--- src/rtl/rcfp_pkg.sv ---
// ----------------------------------------------------------------------------
// rcfp_pkg
// Shared types and constants for the RGB chain frame parser.
// ----------------------------------------------------------------------------
`timescale 1ns / 1ps
`default_nettype none

package rcfp_pkg;

    localparam int BYTE_W        = 8;
    localparam int MAX_FRAME_DEF = 64;

    localparam logic [BYTE_W-1:0] FRAME_END   = 8'h0d;
    localparam logic [BYTE_W-1:0] HEADER_SKIP = 8'd3;
    localparam logic [BYTE_W-1:0] MIN_LEN     = 8'd4;

    typedef enum logic [1:0] {
        KIND_RED   = 2'd0,
        KIND_GREEN = 2'd1,
        KIND_BLUE  = 2'd2,
        KIND_TX    = 2'd3
    } t_kind;

    typedef enum logic [1:0] {
        ST_IDLE,
        ST_READ,
        ST_SEND
    } t_state;

    typedef struct packed {
        t_kind             kind;
        logic [BYTE_W-1:0] value;
        logic              last;
    } t_result;

endpackage

`default_nettype wire

--- src/rtl/rcfp_rx_if.sv ---
// ----------------------------------------------------------------------------
// rcfp_rx_if
// Receive channel: one serial byte per transaction.
// ----------------------------------------------------------------------------
`timescale 1ns / 1ps
`default_nettype none

interface rcfp_rx_if;
    logic       valid;
    logic       ready;
    logic [7:0] rx_byte;

    modport source (output valid, output rx_byte, input ready);
    modport sink   (input valid, input rx_byte, output ready);
endinterface

`default_nettype wire

--- src/rtl/rcfp_tx_if.sv ---
// ----------------------------------------------------------------------------
// rcfp_tx_if
// Result channel: duty updates and bytes to forward down the chain.
// ----------------------------------------------------------------------------
`timescale 1ns / 1ps
`default_nettype none

interface rcfp_tx_if;
    logic       valid;
    logic       ready;
    logic [1:0] kind;
    logic [7:0] value;
    logic       last;

    modport source (output valid, output kind, output value, output last, input ready);
    modport sink   (input valid, input kind, input value, input last, output ready);
endinterface

`default_nettype wire

--- src/rtl/rcfp_fwd_mem.sv ---
// ----------------------------------------------------------------------------
// rcfp_fwd_mem
// Forward buffer: one write port, one read port, registered read data.
// ----------------------------------------------------------------------------
`timescale 1ns / 1ps
`default_nettype none

module rcfp_fwd_mem #(
    parameter int DEPTH = 64,
    parameter int AW    = $clog2(DEPTH)
) (
    input  wire logic                      i_clk,
    input  wire logic                      i_wr_en,
    input  wire logic [AW-1:0]             i_wr_addr,
    input  wire logic [rcfp_pkg::BYTE_W-1:0] i_wr_data,
    input  wire logic                      i_rd_en,
    input  wire logic [AW-1:0]             i_rd_addr,
    output      logic [rcfp_pkg::BYTE_W-1:0] o_rd_data
);
    import rcfp_pkg::*;

    logic [BYTE_W-1:0] r_mem [DEPTH];

    always_ff @(posedge i_clk) begin
        if (i_wr_en) begin
            r_mem[i_wr_addr] <= i_wr_data;
        end
    end

    // hold read data until the next read
    always_ff @(posedge i_clk) begin
        if (i_rd_en) begin
            o_rd_data <= r_mem[i_rd_addr];
        end
    end

endmodule

`default_nettype wire

--- src/rtl/rcfp_out_reg.sv ---
// ----------------------------------------------------------------------------
// rcfp_out_reg
// Output register: holds one result until the receiver takes it.
// ----------------------------------------------------------------------------
`timescale 1ns / 1ps
`default_nettype none

module rcfp_out_reg (
    input  wire logic              i_clk,
    input  wire logic              i_rst_n,
    input  wire logic              i_load_en,
    input  wire rcfp_pkg::t_result i_load,
    output      logic              o_free,
    rcfp_tx_if.source              o_tx
);
    import rcfp_pkg::*;

    logic    r_valid;
    t_result r_data;

    assign o_free = !r_valid || o_tx.ready;

    always_ff @(posedge i_clk) begin
        if (!i_rst_n) begin
            r_valid <= 1'b0;
        end else if (o_free) begin
            r_valid <= i_load_en;
        end
    end

    always_ff @(posedge i_clk) begin
        if (o_free && i_load_en) begin
            r_data <= i_load;
        end
    end

    assign o_tx.valid = r_valid;
    assign o_tx.kind  = r_data.kind;
    assign o_tx.value = r_data.value;
    assign o_tx.last  = r_data.last;

endmodule

`default_nettype wire

--- src/rtl/rgb_chain_frame_parser_core.sv ---
// ----------------------------------------------------------------------------
// rgb_chain_frame_parser_core
// Daisy-chain RGB frame receiver with duty outputs and frame forwarding.
// ----------------------------------------------------------------------------
// Usage:
//   i_rx carries received serial bytes, one per transaction. o_tx carries
//   results: red/green/blue duty updates (last=1) and the rebuilt frame to
//   forward (kind 3), whose final byte 0x0d has last=1.
//   Frame: length L, red, green, blue, payload, 0x0d as the L-th byte.
//   Payload is kept in a single-port-write, registered-read buffer of
//   MAX_FRAME bytes; a good terminator replays length-3, payload, 0x0d.
// Timing:
//   A duty result is registered and appears on o_tx the cycle after its
//   byte is taken. A replay of N = L-3 bytes issues a buffer read for each
//   buffered byte (ST_READ), then loads it into the output register
//   (ST_SEND); the terminator is loaded last, straight from ST_READ.
//   i_rx.ready is low during the replay.
// Reset:
//   Synchronous, active low. Clears the parser to wait for a length byte
//   and empties the output register. The buffer is not cleared; only
//   entries written by the current frame are ever replayed.
// Stall:
//   A result waits in the output register while o_tx.ready is low; input
//   is taken only when that register is free or draining in the same cycle.
// ----------------------------------------------------------------------------
`timescale 1ns / 1ps
`default_nettype none

module rgb_chain_frame_parser_core #(
    parameter int MAX_FRAME = rcfp_pkg::MAX_FRAME_DEF
) (
    input  wire logic i_clk,
    input  wire logic i_rst_n,
    rcfp_rx_if.sink   i_rx,
    rcfp_tx_if.source o_tx
);
    import rcfp_pkg::*;

    localparam int AW = $clog2(MAX_FRAME);

    // parser state
    t_state            r_state,     n_state;
    logic [BYTE_W-1:0] r_frame_len, n_frame_len;
    logic [BYTE_W-1:0] r_byte_idx,  n_byte_idx;
    logic              r_frame_err, n_frame_err;
    logic [AW-1:0]     r_rd_idx,    n_rd_idx;
    logic [AW-1:0]     r_last_idx,  n_last_idx;

    // buffer and output register hookup
    logic              wr_en;
    logic [AW-1:0]     wr_addr;
    logic [BYTE_W-1:0] wr_data;
    logic              rd_en;
    logic [BYTE_W-1:0] rd_data;
    logic              out_free;
    logic              out_load;
    t_result           out_data;

    logic              rx_accept;
    logic [BYTE_W-1:0] rx_d;
    logic              len_bad;
    logic              at_end;

    rcfp_fwd_mem #(
        .DEPTH (MAX_FRAME),
        .AW    (AW)
    ) u_mem (
        .i_clk     (i_clk),
        .i_wr_en   (wr_en),
        .i_wr_addr (wr_addr),
        .i_wr_data (wr_data),
        .i_rd_en   (rd_en),
        .i_rd_addr (r_rd_idx),
        .o_rd_data (rd_data)
    );

    rcfp_out_reg u_out (
        .i_clk     (i_clk),
        .i_rst_n   (i_rst_n),
        .i_load_en (out_load),
        .i_load    (out_data),
        .o_free    (out_free),
        .o_tx      (o_tx)
    );

    assign i_rx.ready = (r_state == ST_IDLE) && out_free;
    assign rx_accept  = i_rx.valid && i_rx.ready;
    assign rx_d       = i_rx.rx_byte;

    // length outside 4..MAX_FRAME marks the frame bad from the start
    assign len_bad = (rx_d < MIN_LEN) ||
                     ({1'b0, rx_d} > (BYTE_W+1)'(MAX_FRAME));
    // terminator slot reached (frame length is nonzero here)
    assign at_end  = r_byte_idx >= (r_frame_len - 8'd1);

    always_ff @(posedge i_clk) begin
        if (!i_rst_n) begin
            r_state     <= ST_IDLE;
            r_frame_len <= '0;
            r_byte_idx  <= '0;
            r_frame_err <= 1'b0;
            r_rd_idx    <= '0;
            r_last_idx  <= '0;
        end else begin
            r_state     <= n_state;
            r_frame_len <= n_frame_len;
            r_byte_idx  <= n_byte_idx;
            r_frame_err <= n_frame_err;
            r_rd_idx    <= n_rd_idx;
            r_last_idx  <= n_last_idx;
        end
    end

    always_comb begin
        n_state     = r_state;
        n_frame_len = r_frame_len;
        n_byte_idx  = r_byte_idx;
        n_frame_err = r_frame_err;
        n_rd_idx    = r_rd_idx;
        n_last_idx  = r_last_idx;
        wr_en       = 1'b0;
        wr_addr     = '0;
        wr_data     = rx_d;
        rd_en       = 1'b0;
        out_load    = 1'b0;
        out_data    = '{kind: KIND_TX, value: FRAME_END, last: 1'b1};

        unique case (r_state)
            ST_IDLE: begin
                if (rx_accept) begin
                    if (r_frame_len == '0) begin
                        // waiting for a length; drop a zero byte
                        if (rx_d != '0) begin
                            n_frame_len = rx_d;
                            n_byte_idx  = 8'd1;
                            n_frame_err = len_bad;
                            if (!len_bad) begin
                                wr_en   = 1'b1;
                                wr_addr = '0;
                                wr_data = rx_d - HEADER_SKIP;
                            end
                        end
                    end else if (at_end) begin
                        if (rx_d == FRAME_END) begin
                            if (!r_frame_err) begin
                                // shortest frame forwards only the terminator
                                if (r_frame_len == MIN_LEN) begin
                                    out_load = 1'b1;
                                end else begin
                                    n_state    = ST_READ;
                                    n_rd_idx   = '0;
                                    n_last_idx = AW'(r_frame_len - MIN_LEN);
                                end
                            end
                            n_frame_len = '0;
                            n_byte_idx  = '0;
                            n_frame_err = 1'b0;
                        end else begin
                            // hold the index; keep checking for the terminator
                            n_frame_err = 1'b1;
                        end
                    end else begin
                        unique case (r_byte_idx)
                            8'd1: begin
                                out_load = 1'b1;
                                out_data = '{kind: KIND_RED, value: rx_d, last: 1'b1};
                            end
                            8'd2: begin
                                out_load = 1'b1;
                                out_data = '{kind: KIND_GREEN, value: rx_d, last: 1'b1};
                            end
                            8'd3: begin
                                out_load = 1'b1;
                                out_data = '{kind: KIND_BLUE, value: rx_d, last: 1'b1};
                            end
                            default: begin
                                if (!r_frame_err) begin
                                    wr_en   = 1'b1;
                                    wr_addr = AW'(r_byte_idx - HEADER_SKIP);
                                end
                            end
                        endcase
                        n_byte_idx = r_byte_idx + 8'd1;
                    end
                end
            end

            ST_READ: begin
                if (r_rd_idx == r_last_idx) begin
                    // final byte is always the terminator
                    if (out_free) begin
                        out_load = 1'b1;
                        n_state  = ST_IDLE;
                    end
                end else begin
                    rd_en   = 1'b1;
                    n_state = ST_SEND;
                end
            end

            ST_SEND: begin
                if (out_free) begin
                    out_load = 1'b1;
                    out_data = '{kind: KIND_TX, value: rd_data, last: 1'b0};
                    n_rd_idx = r_rd_idx + AW'(1);
                    n_state  = ST_READ;
                end
            end

            default: begin
                n_state = ST_IDLE;
            end
        endcase
    end

    // ------------------------------------------------------------------
    // Assertions
    // ------------------------------------------------------------------

    // no input is taken while a replay is in flight
    a_no_rx_in_replay: assert property (@(posedge i_clk) disable iff (!i_rst_n)
        (r_state != ST_IDLE) |-> !i_rx.ready)
        else $error("input ready during replay");

    // a pending final forwarded byte means the replay has finished
    a_last_tx_idle: assert property (@(posedge i_clk) disable iff (!i_rst_n)
        (o_tx.valid && (o_tx.kind == KIND_TX) && o_tx.last) |-> (r_state == ST_IDLE))
        else $error("final forwarded byte while replay still active");

    // the frame position stays inside the frame (a one-byte frame sits at 1)
    a_idx_in_frame: assert property (@(posedge i_clk) disable iff (!i_rst_n)
        (r_frame_len > 8'd1) |-> (r_byte_idx < r_frame_len))
        else $error("byte index beyond frame length");

    // idle parser has no position
    a_idx_zero_idle: assert property (@(posedge i_clk) disable iff (!i_rst_n)
        (r_frame_len == '0) |-> (r_byte_idx == '0) && !r_frame_err)
        else $error("stale frame state while waiting for length");

endmodule

`default_nettype wire

--- src/flat_wrapper.sv ---
// flat-port wrapper written by rule: the top's interface ports become plain ports
module rgb_chain_frame_parser_core_flat import rcfp_pkg::*;
#(
    parameter int MAX_FRAME = rcfp_pkg::MAX_FRAME_DEF
)
  (i_clk, i_rst_n, i_rx_valid, i_rx_rx_byte, i_rx_ready, o_tx_valid, o_tx_kind, o_tx_value, o_tx_last, o_tx_ready);
  rcfp_rx_if i_rx_i ();
  rcfp_tx_if o_tx_i ();
  input  wire logic i_clk;
  input  wire logic i_rst_n;
  input wire logic [$bits(i_rx_i.valid)-1:0] i_rx_valid;
  input wire logic [$bits(i_rx_i.rx_byte)-1:0] i_rx_rx_byte;
  output wire logic [$bits(i_rx_i.ready)-1:0] i_rx_ready;
  output wire logic [$bits(o_tx_i.valid)-1:0] o_tx_valid;
  output wire logic [$bits(o_tx_i.kind)-1:0] o_tx_kind;
  output wire logic [$bits(o_tx_i.value)-1:0] o_tx_value;
  output wire logic [$bits(o_tx_i.last)-1:0] o_tx_last;
  input wire logic [$bits(o_tx_i.ready)-1:0] o_tx_ready;
  assign i_rx_i.valid = i_rx_valid;
  assign i_rx_i.rx_byte = i_rx_rx_byte;
  assign i_rx_ready = i_rx_i.ready;
  assign o_tx_valid = o_tx_i.valid;
  assign o_tx_kind = o_tx_i.kind;
  assign o_tx_value = o_tx_i.value;
  assign o_tx_last = o_tx_i.last;
  assign o_tx_i.ready = o_tx_ready;
  rgb_chain_frame_parser_core #(.MAX_FRAME(MAX_FRAME)) u_core (.i_clk(i_clk), .i_rst_n(i_rst_n), .i_rx(i_rx_i), .o_tx(o_tx_i));
endmodule
--- config.mk ---
export PLATFORM = sky130hd
export DESIGN_NAME = rgb_chain_frame_parser_core_flat
export DESIGN_NICKNAME = d
export VERILOG_FILES = /design/src/rtl/rcfp_pkg.sv /design/src/rtl/rcfp_rx_if.sv /design/src/rtl/rcfp_tx_if.sv /design/src/rtl/rcfp_fwd_mem.sv /design/src/rtl/rcfp_out_reg.sv /design/src/rtl/rgb_chain_frame_parser_core.sv /design/src/flat_wrapper.sv
export SDC_FILE = /design/constraint.sdc
export NUM_CORES = 1
export LEC_CHECK = 0
export BUFFER_PORTS_ARGS = -buffer_cell sky130_fd_sc_hd__buf_2
export CAP_MARGIN = 20
export CORE_ASPECT_RATIO = 0.9
export CORE_MARGIN = 2
export CORE_UTILIZATION = 40
export DETAILED_ROUTE_END_ITERATION = 8
export GPL_TIMING_DRIVEN = 0
export PLACE_DENSITY = 0.59
export SLEW_MARGIN = 40
export SYNTH_ARGS = -nofsm -noshare
export SYNTH_HDL_FRONTEND = slang
export SYNTH_SLANG_ARGS = --single-unit
--- constraint.sdc ---
create_clock -name i_clk -period 7.4 [get_ports i_clk]
set_input_delay 0.74 -clock i_clk [delete_from_list [all_inputs] [get_ports i_clk]]
set_output_delay 0.74 -clock i_clk [all_outputs]
set_load 0.01 [all_outputs]
==> reports/summary.txt, run 1 <==
Chip Height - 231 µm
IO Pins - 25
Final ANT Viol Nets - 0
drt first pass iters - 5
Peak VDD IR - 177 µV
Core Util, Final - 46.1%
row cnt - 83
clk sinks - 563
Slew Viols, Final - 0
Post-CTS Setup Inserts - 0
Worst EP required - 7640 ps
Port Buffer Count - 22
Synth Warn # - 0
ys flop type - edfxtp_1
largest net degree at the start of global routing - 65
layout cells sized above 1 - 25.3%
initial antenna violation count - 0
Ant. Diodes - 0
FF-to-FF Start - u_core.r_byte_idx[0]$_SDFFE_PN0P_
FFs w/ async S/R, synth - 0%
Final WS setup - 2630 ps
Wirelength per Cell - 27.1 µm
CTS buffer count - 55
Horiz. Die Dim - 256 µm
GRT Total Usage - 19.8%
GP Congestion - 0.846
Synth cell types - 61
routed vias/inst - 5.77
nets - 1381
Relative slew margins - 39.7%
Final Skew - 14.5 ps
Max Buffers Root-to-Sink - 3
status - completed
HP Start - i_rx_rx_byte[1]
clk root buf - clkbuf_16
unrepaired setup endpoints after global routing - false
Post-Synthesis Net Count - 1273
Iteration-0 DRC Markers - 1536
sequential share of the synthesized area - 72.6%
CP Launch Point - u_core.r_byte_idx[0]$_SDFFE_PN0P_
P&R area growth vs syn - 14.5%
syn_area_per_cell - 18.4 µm²
most frequent cells in the layout - 531 x edfxtp_1, 128 x mux4_2, 60 x nor2_1, 57 x clkbuf_16, 48 x buf_2
post-synthesis instance total - 1242
Yosys reg bits - 563
detailed placement HPWL - 39600 µm
Reg clk slew, reported paths - 60 ps
CTS tree - done
final setup fails - 0
setup TNS - 0 ps
Core Area - 56700 µm²
Hold Crit Class - input pin to flop
hold slack - 429 ps
Worst Setup End Kind - flop
CP Class - flop to flop
H-Tree Depth - 2
flop2flop setup slack - 2630 ps
Total Wirelength - 58500 µm
Remaining DRCs - 0
clock latency at the later pin of the worst-skew pair - 610 ps
Post-Syn Area - 22800 µm²
post-CTS sizing - 0
cts hold-fix bufs - 0
first-pass GRT wire length - 84900 µm
Worst-Margin Slew - 902 ps
Power Total - 7.48 mW
MaxCap Viol Count - 0
Post-synth EDFFs - 531
Die ar. - 59000 µm²
vias in the first global route - 12244
initial core utilization - 40.3%
Cell Pwr Density - 286 nW/µm²
GR Overflow Total - 0
fin crit share - 64.5%
critical path fanouts, max - 10
via count - 12465
crit path time final - 4770 ps
CP Launch Type - flop
Arrival @ worst endpoint - 5010 ps
Fmax achieved - 210 MHz
final hold viol count - 0
Pleak - 8.12 nW
commonest non-fill, non-tap cell in the layout - edfxtp_1
DP Worst Slack - 2720 ps
==> metal layers <==
metal  track usage, %  share of wire (%)
met1             29.5                 44
met2             29.9                 45
met3             4.01                8.7
met4             5.26                2.3
met5                0                  0
==> stage by stage <==
step	instances	instance area, µm²
5_1_grt	2159	26100
6_report	2159	26100
3_3_place_gp	2029	23900
3_5_place_dp	2057	24300
4_1_cts	2158	26100
2_1_floorplan	1242	22800
==> Yosys cell counts (all sizes together) (10+ instances only) <==
master / n / area, µm²
a21oi: 27 / 135
a22o: 18 / 158
a22oi: 43 / 323
buf: 32 / 153
clkbuf: 29 / 110
dfxtp: 32 / 641
edfxtp: 531 / 15900
ha: 19 / 238
inv: 14 / 52.6
mux2i: 15 / 150
mux4: 128 / 2880
nand2: 47 / 176
nand2b: 14 / 87.6
nand3: 40 / 200
nand4: 11 / 68.8
nor2: 94 / 353
nor2b: 13 / 81.3
nor3: 14 / 92.6
o21ai: 12 / 60.1
o22ai: 10 / 62.6
xnor2: 14 / 123
==> report_power, final <==
| part | internal (mW) | switching, mW | leakage [nW] |
|---|---|---|---|
| logic | 0.327 | 0.699 | 2.23 |
| registers | 3.64 | 0.0499 | 5.03 |
| clock network | 1.55 | 1.21 | 0.863 |
| total | 5.52 | 1.96 | 8.12 |
==> path summary, 6_finish.rpt <==
| kind | endpoint | cells past startpoint |
|---|---|---|
| worst min-delay path | u_core.r_frame_len[1]$_SDFFE_PN0P_ | 2 |
| worst max-delay path | u_core.u_mem.r_mem[57][0]$_DFFE_PP_ | 9 |
| worst max register to register | u_core.u_mem.r_mem[57][0]$_DFFE_PP_ | 9 |
| worst min register to register | u_core.r_last_idx[0]$_SDFFE_PN0P_ | 2 |
==> state kept, by name (all words and copies together), names as in the netlist <==
name,cells
u_core.r_frame_len,8
u_core.u_out.o_tx.value,8
u_core.r_rd_idx,6
u_core.r_state,2
u_core.u_mem.r_mem,512
u_core.u_out.o_tx.valid,1
u_core.r_byte_idx,8
u_core.u_out.o_tx.kind,2
u_core.r_frame_err,1
u_core.u_mem.o_rd_data,8
u_core.r_last_idx,6
u_core.u_out.o_tx.last,1
==> worst max-delay path, stage by stage (launching register included) <==
cell and delay (ps):
dfxtp_1 520, clkbuf_1 460, inv_1 250, ha_1 300
nor3_1 270, nand3b_1 180, nand4b_1 390, nor3_4 430
nand3_1 660, nor2_1 910
==> kinds of logic (layout without fill, tap and decap cells) <==
family | after synthesis | after routing | synth area share, %
flip-flops | 563 | 563 | 72.6
AND/OR/NAND/NOR | 271 | 271 | 6.02
AO/OA/AOI/OAI | 146 | 146 | 4.66
multiplexers | 145 | 145 | 13.4
buffers and inverters | 76 | 228 | 1.42
XOR/XNOR | 22 | 22 | 0.844
adder cells (fa/ha/maj) | 19 | 19 | 1.04
==> area by class of cell <==
class	count	area [µm²]
inverters	14	52.6
plain buffers	62	280
clock inverters	33	280
well taps	765	957
clock buffers	68	1470
repair buffers	51	409
flip-flops and latches	563	16600
multi-input cells	603	6110
fillers	4832	30600
Note: power is estimated with default switching activity, not from simulation.
==> run 2, diff against run 1 <==
clock period = 4.9 ns   (was 7.4 ns; I/O delays follow)
==> run 2 against run 1 <==
Against the previous run: worst hold slack worse by 250 ps; clock power is 51% higher; total power is 51% higher; clock-buffer cell count stayed put; cell area hardly changed; non-clock buffer count stayed put; worst setup slack worse by 2500 ps; via count is 0.32% higher; sequential share of layout area hardly changed; clock skew hardly changed; wire length is 0.12% higher.
==> reports/summary.txt, run 2 (same netlist as run 1, synthesis figures left out) <==
Wirelength per Cell - 27.1 µm (+0.12%)
Hold Crit Class - input pin to flop
fin crit share - 97.6% (+33 points)
first-pass GRT wire length - 84900 µm (unchanged)
clk sinks - 563 (unchanged)
combinational fraction of design power - 13.8% (about the same)
Remaining DRCs - 0 (unchanged)
Relative slew margins - 40.1% (+0.39 points)
Chip Height - 231 µm (unchanged)
Worst EP required - 5140 ps (-2500 ps)
max reg flops - 512 (unchanged)
FF-to-FF End - u_core.u_mem.r_mem[57][0]$_DFFE_PP_
Pleak - 8.12 nW (about the same)
Total Wirelength - 58600 µm (+0.12%)
layout cells sized above 1 - 25.5% (+0.14 points)
FF-to-FF Start - u_core.r_byte_idx[0]$_SDFFE_PN0P_
detailed placement HPWL - 39600 µm (unchanged)
largest net degree at the start of global routing - 65 (unchanged)
Fmax achieved - 209 MHz (-0.24%)
Arrival @ worst endpoint - 5020 ps (about the same)
Iteration-0 DRC Markers - 1609 (+4.8%)
Ant. Diodes - 0 (unchanged)
setup TNS - 0 ps (unchanged)
via count - 12505 (+0.32%)
clock share of power - 36.8% (about the same)
row cnt - 83 (unchanged)
initial antenna violation count - 0 (unchanged)
switching power - 2.96 mW (+51%)
Biggest register - u_core.u_mem.r_mem
CP Class - flop to flop
Worst R2R Path Depth - 9 (unchanged)
Flop pwr share - 49.4% (about the same)
Worst-Margin Slew - 896 ps (-5.84 ps)
most frequent cells in the layout - 531 x edfxtp_1, 128 x mux4_2, 58 x nor2_1, 57 x clkbuf_16, 48 x buf_2
HP Start - i_rx_rx_byte[1]
worst hold stages - 2 (unchanged)
vias in the first global route - 12244 (unchanged)
CTS buffer count - 55 (unchanged)
Slew Viols, Final - 0 (unchanged)
GR Overflow Total - 0 (unchanged)
CTS tree - done
crit path time final - 4780 ps (+11.6 ps)
drt first pass iters - 5 (unchanged)
clock latency at the later pin of the worst-skew pair - 620 ps (about the same)
CP Launch Type - flop
Die ar. - 59000 µm² (unchanged)
H-Tree Depth - 2 (unchanged)
Switching Fraction - 26.2% (about the same)
commonest non-fill, non-tap cell in the layout - edfxtp_1
Final ANT Viol Nets - 0 (unchanged)
Power Total - 11.3 mW (+51%)
Core Area - 56700 µm² (unchanged)
status - completed
Horiz. Die Dim - 256 µm (unchanged)
Worst Hold End - u_core.r_frame_len[1]$_SDFFE_PN0P_
MaxCap Viol Count - 0 (unchanged)
Cell Pwr Density - 432 nW/µm² (+51%)
Peak VDD IR - 268 µV (+51%)
initial core utilization - 40.3% (unchanged)
CP Launch Point - u_core.r_byte_idx[0]$_SDFFE_PN0P_
Fill cells - 4833 (+0.021%)
P&R area growth vs syn - 14.5% (about the same)
IO Pins - 25 (unchanged)
Max Buffers Root-to-Sink - 3 (unchanged)
clk root buf - clkbuf_16
flop2flop setup slack - 120 ps (-2510 ps)
Worst Setup End Kind - flop
critical path fanouts, max - 10 (unchanged)
final hold viol count - 0 (unchanged)
Port Buffer Count - 22 (unchanged)
Reg clk slew, reported paths - 60 ps (about the same)
Final Skew - 14.1 ps (-0.420 ps)
routed vias/inst - 5.79 (+0.32%)
final setup fails - 0 (unchanged)
Int Pwr - 8.34 mW (+51%)
GP Congestion - 0.846 (unchanged)
unrepaired setup endpoints after global routing - true
nets - 1381 (unchanged)
GRT Total Usage - 19.8% (unchanged)
## run 2: cell counts in the layout (fill, tap and decap cells not counted)
No cell type changed its count.
## run 2: worst max-delay path by stage
stage	end	cells past startpoint	slack, ps
floorplan	u_core.u_mem.r_mem[0][6]$_DFFE_PP_	6	140
global placement	u_core.u_mem.r_mem[38][6]$_DFFE_PP_	6	-3270
detailed placement	u_core.u_mem.r_mem[50][1]$_DFFE_PP_	9	220
CTS	u_core.u_mem.r_mem[50][2]$_DFFE_PP_	9	170
global route	u_core.u_mem.r_mem[41][3]$_DFFE_PP_	9	-110
finish	u_core.u_mem.r_mem[57][0]$_DFFE_PP_	9	120
## run 2: repair_timing
action                     CTS  global route
hold buffers                 0             0
setup endpoints to repair    0            64
setup buffers                0             0
resized for setup            0             2
## run 2: power groups by stage
stage / Sequential (mW) / Combinational, mW / Clock [mW]
4_1_cts: 5.58 / 1.52 / 4.22
3_3_place_gp: 5.72 / 1.38 / 0
2_1_floorplan: 5.68 / 0.939 / 0
3_5_place_dp: 5.68 / 1.51 / 0
6_report: 5.58 / 1.55 / 4.16
5_1_grt: 5.59 / 1.71 / 4.39
## run 2: metal layers
| metal | global-route usage [%] | part of all wire [%] | vias to the layer above |
|---|---|---|---|
| met2 | 29.9 | 45 | 538 |
| met1 | 29.5 | 44 | 6584 |
| li1 | - | - | 5298 |
| met4 | 5.26 | 2.2 | 0 |
| met3 | 4.01 | 9.1 | 85 |
| met5 | 0 | 0 | - |
## run 2: layout make-up
cell class | instances | area, µm² | area share, %
plain buffers | 62 | 280 | 1.07
clock buffers | 68 | 1470 | 5.61
clock inverters | 33 | 280 | 1.07
inverters | 14 | 52.6 | 0.201
multi-input cells | 603 | 6110 | 23.4
flip-flops and latches | 563 | 16600 | 63.4
well taps | 765 | 957 | 3.66
repair buffers | 51 | 409 | 1.56
## run 2: critical path, cell delays in order (launching register included)
cell      delay (ps)
dfxtp_1          520
clkbuf_1         460
inv_1            250
ha_1             300
nor3_1           270
nand3b_1         200
nand4b_1         400
nor3_4           430
nand3_1          660
nor2_1           910
## run 2: through the flow
step	hold WS [ps]	instances	worst slack, ps	util (%)	cell area, µm²
floorplan	448	1242	142	-	22800
global placement	466	2029	-3270	42.2	23900
detailed placement	472	2057	217	42.9	24300
CTS	141	2158	172	46.0	26100
global route	169	2159	-112	46.1	26100
finish	174	2159	119	46.1	26100
